===== config.mk =====
export PLATFORM = sky130hd
export DESIGN_NAME = tcw_ctrl
export DESIGN_NICKNAME = d
export VERILOG_FILES = /design/src/design/tcw_pkg.sv /design/src/design/tcw_ctrl.sv
export SDC_FILE = /design/constraint.sdc
export NUM_CORES = 1
export LEC_CHECK = 0
export ABC_AREA = 1
export ABC_CLOCK_PERIOD_IN_PS = 1250
export BUFFER_PORTS_ARGS = -buffer_cell sky130_fd_sc_hd__buf_4
export CAP_MARGIN = 20
export CORE_AREA = 2 2 39 41
export CTS_BUF_LIST = sky130_fd_sc_hd__clkbuf_8
export CTS_CLUSTER_DIAMETER = 150
export CTS_CLUSTER_SIZE = 24
export DETAILED_ROUTE_END_ITERATION = 8
export DIE_AREA = 0 0 41 43
export SLEW_MARGIN = 20
export SYNTH_ARGS = -nofsm -noshare
export SYNTH_HDL_FRONTEND = slang
export SYNTH_SLANG_ARGS = --single-unit
export TNS_END_PERCENT = 5

===== constraint.sdc =====
create_clock -name aclk -period 1.25 [get_ports aclk]
set_clock_uncertainty 0.1 [all_clocks]
set_input_delay 0.0625 -clock aclk [delete_from_list [all_inputs] [get_ports aclk]]
set_output_delay 0.0625 -clock aclk [all_outputs]
set_load 0.01 [all_outputs]

===== src/design/tcw_pkg.sv =====
// Package for the text console writer: screen geometry, character codes,
// item kinds and the command/status structs between controller and datapath.
// Used by tcw_ctrl, tcw_datapath and text_console_writer; depends on nothing.
package tcw_pkg;

    localparam int ROWS    = 25;
    localparam int COLUMNS = 80;
    localparam int CELLS   = ROWS * COLUMNS;

    // cells that take their byte from the row below during a scroll
    localparam int COPY_CELLS = (ROWS - 1) * COLUMNS;

    localparam int COL_W  = $clog2(COLUMNS);
    localparam int ROW_W  = $clog2(ROWS);
    localparam int CELL_W = $clog2(CELLS);

    localparam int RESET_COL = (1 < COLUMNS) ? 1 : COLUMNS - 1;
    localparam int RESET_ROW = (10 < ROWS) ? 10 : ROWS - 1;

    // external field widths
    localparam int CHAR_W = 8;
    localparam int ADDR_W = 11;
    localparam int OUT_COL_W  = 7;
    localparam int OUT_ROW_W  = 5;
    localparam int OUT_CELL_W = 11;

    localparam logic [CHAR_W-1:0] CHAR_NULL    = 8'h00;
    localparam logic [CHAR_W-1:0] CHAR_NEWLINE = 8'h0A;
    localparam logic [CHAR_W-1:0] CHAR_SPACE   = 8'h20;

    localparam logic KIND_PUT  = 1'b0;
    localparam logic KIND_READ = 1'b1;

    typedef struct packed {
        logic load_item;    // latch the accepted beat
        logic exec_read;    // issue the store read for a read item
        logic exec_put;     // write the character and move the cursor
        logic sweep_step;   // one cell of a clearing or scrolling sweep
        logic sweep_clear;  // sweep writes spaces everywhere
        logic load_result;  // fill the output register
    } tcw_cmd_t;

    typedef struct packed {
        logic item_kind;
        logic put_scrolls;
        logic sweep_last;
        logic out_free;
    } tcw_status_t;

endpackage


===== src/design/tcw_ctrl.sv =====
// Controller for the text console writer: sequences reset clearing, item
// execution, scroll sweeps and the result hand-off.
// Depends on tcw_pkg; drives tcw_datapath through tcw_cmd_t.
module tcw_ctrl (
    input  logic               aclk,
    input  logic               aresetn,
    input  logic               s_tvalid,
    output logic               s_tready,
    input  tcw_pkg::tcw_status_t status,
    output tcw_pkg::tcw_cmd_t  cmd
);

    localparam logic [2:0] ST_CLEAR     = 3'd0;
    localparam logic [2:0] ST_CLR_DRAIN = 3'd1;
    localparam logic [2:0] ST_IDLE      = 3'd2;
    localparam logic [2:0] ST_EXEC      = 3'd3;
    localparam logic [2:0] ST_SCROLL    = 3'd4;
    localparam logic [2:0] ST_SCR_DRAIN = 3'd5;
    localparam logic [2:0] ST_FINISH    = 3'd6;

    logic [2:0] state_reg;
    logic [2:0] state_next;

    assign s_tready = (state_reg == ST_IDLE);

    always_comb begin
        state_next = state_reg;
        cmd        = '0;
        case (state_reg)
            ST_CLEAR: begin
                cmd.sweep_step  = 1'b1;
                cmd.sweep_clear = 1'b1;
                if (status.sweep_last) begin
                    state_next = ST_CLR_DRAIN;
                end
            end
            ST_CLR_DRAIN: begin
                state_next = ST_IDLE;
            end
            ST_IDLE: begin
                if (s_tvalid) begin
                    cmd.load_item = 1'b1;
                    state_next    = ST_EXEC;
                end
            end
            ST_EXEC: begin
                if (status.item_kind == tcw_pkg::KIND_READ) begin
                    cmd.exec_read = 1'b1;
                    state_next    = ST_FINISH;
                end else begin
                    cmd.exec_put = 1'b1;
                    state_next   = status.put_scrolls ? ST_SCROLL : ST_FINISH;
                end
            end
            ST_SCROLL: begin
                cmd.sweep_step = 1'b1;
                if (status.sweep_last) begin
                    state_next = ST_SCR_DRAIN;
                end
            end
            ST_SCR_DRAIN: begin
                state_next = ST_FINISH;
            end
            ST_FINISH: begin
                // hold here while the previous result is still unclaimed
                if (status.out_free) begin
                    cmd.load_result = 1'b1;
                    state_next      = ST_IDLE;
                end
            end
            default: begin
                state_next = ST_CLEAR;
            end
        endcase
    end

    always_ff @(posedge aclk) begin
        if (!aresetn) begin
            state_reg <= ST_CLEAR;
        end else begin
            state_reg <= state_next;
        end
    end

    a_one_store_op: assert property (@(posedge aclk) disable iff (!aresetn)
        $onehot0({cmd.exec_read, cmd.exec_put, cmd.sweep_step}))
        else $error("controller issued overlapping store operations");

    a_scroll_after_put: assert property (@(posedge aclk) disable iff (!aresetn)
        (state_reg == ST_SCROLL && $past(state_reg) != ST_SCROLL)
        |-> $past(cmd.exec_put) && $past(status.put_scrolls))
        else $error("scroll sweep started without a scrolling put");

    a_result_leaves_finish: assert property (@(posedge aclk) disable iff (!aresetn)
        cmd.load_result |=> state_reg == ST_IDLE)
        else $error("result loaded without returning to idle");

endmodule


After elaboration in Yosys (flattened, before gate mapping)
Cells that the tools add are included.
{"block": "totals", "inputBits": 7, "register_bits": 3, "wordCells": 30, "out_inout_bits": 7}
{"block": "op_classes", "eq_ne": 10, "n_reduce_logical": 3, "n_mux": 16}
{"op": "3-bit case mux with 7 select lines", "n": 1}
{"op": "3-bit two-way mux", "n": 4}
{"op": "3-bit == test (second input constant)", "n": 3}
{"op": "1-bit two-way mux", "n": 8}
{"op": "2-bit inequality test (second input constant)", "n": 4}
{"op": "3-bit by 2-bit == test with 1-bit output (second input constant)", "n": 2}
{"op": "2-bit two-way mux", "n": 3}
{"op": "4-bit AND reduction", "n": 1}
{"op": "3-bit by 1-bit == test with 1-bit output (second input constant)", "n": 1}
{"op": "3-bit zero test", "n": 1}
{"op": "2-bit OR reduction", "n": 1}

Depth between registers and ports, before layout
{"block": "depth", "depth_word": 3, "ltp_mapped": 6, "mapped_depth_nobuf": 6}

Least setup slack after synthesis
Ideal clock, no wire load.
{"block": "synth_timing", "kind": "register to register", "start": "register state_reg[0]", "end": "register state_reg[2]", "t_arrival_ns": 0.863, "path_stages_with_launch": 6, "path_slack_ns": 0.225, "path_buffers": 0, "setup_time_ns": 0.062, "period_less_slack_ns": 1.025, "required_time_ns": 1.088, "cell_sequence": "dfxtp_1 > nor2_1 > nand2_1 > nand3_2 > nor2_2 > nor2_2"}
{"block": "synth_between", "elab_chain_cells": 3, "word_cells_on_any_way": 13, "classes_between": "10 x eq/ne; 1 x mux; 2 x reduce/logical"}
{"element": "from (decl)", "line_no": "tcw_ctrl.sv:21", "text": "logic [2:0] state_reg;"}
{"element": "from (signal assigned)", "line_no": "tcw_ctrl.sv:81", "text": "state_reg <= state_next;"}
{"element": "3-bit == test, or another cell as far along", "line_no": "tcw_ctrl.sv:29", "text": "case (state_reg)"}
{"element": "2-bit inequality test (no line)"}
{"element": "4-bit AND reduction (no line)"}
Parallel ways exist; a longest one is shown, timed or not.
A chain may end at the register's enable or synchronous reset.

==> results by group <==
Outcome
  – Outcome: completed

Placed design
  – Port buffer count: 13
  – DP HPWL: roughly 430 um
  – Routability cong.: 0.7500
  – Placed cell area: 340.3 sq um

Drt
  – Vias/cell: between 3 and 4
  – DR iter-0 viols: 5
  – Pre-antenna DRT Iters: 3
  – Wire per inst: 7.812 um
  – Vias: 254
  – DR DRC count: 0
  – Total Wirelength: 539 um
  – Antenna viol nets, final: 0

Power and ir drop
  – Int Pwr: 0.3825 mW
  – Power Density: 1340 nW/um^2
  – Net Sw Frac: 0.2780
  – Net Sw Power: between 0.1 and 0.15 mW
  – Clock group share of total power: 0.520
  – VDD IR max: around 700 uV
  – Leakage: 0.2090 nW
  – Final Power: 0.5297 mW
  – Seq pwr share: 0.237
  – Power share of the combinational group: 0.244

Setup path
  – Critical path arrival: approximately 1 ns
  – Worst Path Max Fanout: 6
  – CP Capture Type: primary output
  – Startpoint Class: flip-flop
  – R2R Path End: state_reg[2]$_SDFFE_PN0P_
  – Setup slack, reg-to-reg: approximately 0.23 ns
  – CP max stage delay: around 0.36 ns
  – CP cell instances: inv_1 -> nor2_4 -> nand2_1 -> nor2_1 -> buf_4
  – Worst reg2reg path depth: 5
  – CP Class: flip-flop to primary output
  – WP data required: 1.09 ns
  – R2r startpoint: state_reg[2]$_SDFFE_PN0P_
  – Slowest CP cell: dfxtp_4

Clock tree
  – # H-tree levels: 1
  – Clock-pin slew on the worst setup and hold paths: approximately 0.03 ns
  – Total CTS buffers: 3
  – Later-pin clock latency in the skew report: 0.22 ns
  – Clock Path Buffers: 2
  – CTS tree: built
  – Clock sink count: 3
  – Root Driver: clkbuf_8

Timing
  – Final setup viols: 0
  – Period utilization: 0.9502
  – Slew Limit Fails: 0
  – Slew @ Worst Pin: 0.2106 ns
  – Max transition margin: 0.8581
  – Post-layout minimum cycle time: 1.188 ns
  – Fmax: around 0.84 GHz
  – RSZ-0062 raised after global routing: true
  – Final Hold Vio Count: 0

GRT
  – Initial antenna violation count: 0
  – GRT Residual Overflow: 0
  – First-pass GRT wire length: 786 um
  – Vias in the first global route: 214
  – Gr usage total: 0.07222
  – Largest net degree at the start of global routing: 7

Worst hold path
  – WHS Endpoint: state_reg[0]$_SDFFE_PN0P_
  – Min-delay src: aresetn
  – Worst min path class: primary input to flip-flop
  – Worst hold path depth: 3

Final layout
  – Ant. Diodes: 0
  – Number of flip-flops in the largest register: 3
  – Share of layout cells above drive strength 1: 0.5094
  – Final instance area: around 400 sq um
  – Area Overhead vs Synth: 77.53%
  – Most frequent cells in the layout: 13 x buf_4, 8 x inv_1, 6 x nor2_1
  – Commonest non-fill, non-tap cell in the layout: buf_4
  – Nets@finish: 61

Run
  – Maxcap violations: 0

Die
  – Height of the die: 43 um
  – Initial Util: 0.1609
  – # IOs: 14
  – # rows: 14
  – Core area: between 1000 and 1500 sq um
  – Chip Width: roughly 41 um
  – Die Area: 1763 sq um

Synth
  – Syn avg cell area: 6.187 sq um
  – Cell Area, Synth: ~220 sq um
  – Syn Inst Count: 36
  – Post-Syn Nets: 43
  – Distinct cells, synth: 15
  – Sequential fraction of the synthesis area: 0.2697
  – Synth warn: 0
  – FF+latch count, synth: 3
==> routing by layer <==
metal,global-route usage,up-vias,part of all wire
met4,0.06000,0,0.039
met3,0.04712,2,0.11
met2,0.09063,11,0.43
met1,0.08013,99,0.42
li1,-,142,-
met5,0,-,0
==> synthesized netlist by cell type, drive strengths merged <==
cell	number	area, sq um
a21oi	1	5.000
dfxtp	3	60.06
inv	9	33.79
nand2	7	28.78
nand3	3	25.02
nand4	1	6.260
nor2	9	46.29
nor3	1	5.000
nor3b	1	7.510
o21ai	1	5.000
==> area by class of cell <==
type | count | area, sq um
fillers | 151 | 988.4
inverters | 9 | 33.78
clock buffers | 3 | 41.29
clock inverters | 1 | 3.754
repair buffers | 13 | 97.59
multi-input cells | 24 | 131.4
well taps | 16 | 20.02
flip-flops and latches | 3 | 67.56
==> worst max path at each step <==
stage	slack, ns	cells after the start	to	start
2_1_floorplan	0.23	5	state_reg[2]$_SDFFE_PN0P_	state_reg[0]$_SDFFE_PN0P_
3_3_place_gp	0.20	5	cmd[0]	state_reg[1]$_SDFFE_PN0P_
3_5_place_dp	0.20	5	cmd[0]	state_reg[1]$_SDFFE_PN0P_
4_1_cts	0.04	5	cmd[0]	state_reg[1]$_SDFFE_PN0P_
5_1_grt	-0.01	5	cmd[5]	state_reg[1]$_SDFFE_PN0P_
6_report	0.06	5	cmd[5]	state_reg[1]$_SDFFE_PN0P_
==> kinds of logic (layout without fill, tap and decap cells) <==
group | Yosys count | in the layout | synth area share
buffers and inverters | 9 | 26 | 0.1517
DFF | 3 | 3 | 0.2697
AOI/OAI and AO/OA | 2 | 2 | 0.04490
and+or+nand+nor | 22 | 22 | 0.5337
==> worst max-delay path, delay by kind of cell, from the launching register on <==
kind,cells,cell delay [ns]
AND/OR/NAND/NOR,3,0.28
buffers and inverters,2,0.18
flip-flops,1,0.36
==> power by group through the flow <==
| stage | Combinational (mW) | Clock [mW] | Sequential, mW |
|---|---|---|---|
| floorplan | 0.0735 | 0 | 0.121 |
| global placement | 0.129 | 0 | 0.124 |
| detailed placement | 0.130 | 0 | 0.124 |
| CTS | 0.130 | 0.285 | 0.125 |
| global route | 0.146 | 0.291 | 0.127 |
| finish | 0.129 | 0.275 | 0.125 |
==> stage by stage <==
stage          instances  setup slack [ns]   TNS, ns  utilization  hold slack, ns
6_report              69           0.06227         0       0.2857         0.01181
5_1_grt               69          -0.01196  -0.01379       0.2857         0.02059
4_1_cts               69           0.03655         0       0.2803         0.01266
3_5_place_dp          65            0.2029         0       0.2459          0.2518
3_3_place_gp          65            0.1981         0       0.2459          0.2564
2_1_floorplan         36            0.2253         0            -         0.07253
==> what timing repair did <==
| item | 4_1_cts | 5_1_grt |
|---|---|---|
| setup endpoints to repair | 4 | 3 |
| hold buffers | 0 | 0 |
| gates resized for setup | 2 | 3 |
| buffers inserted | 0 | 0 |
Power figures use the tool's default switching activity.
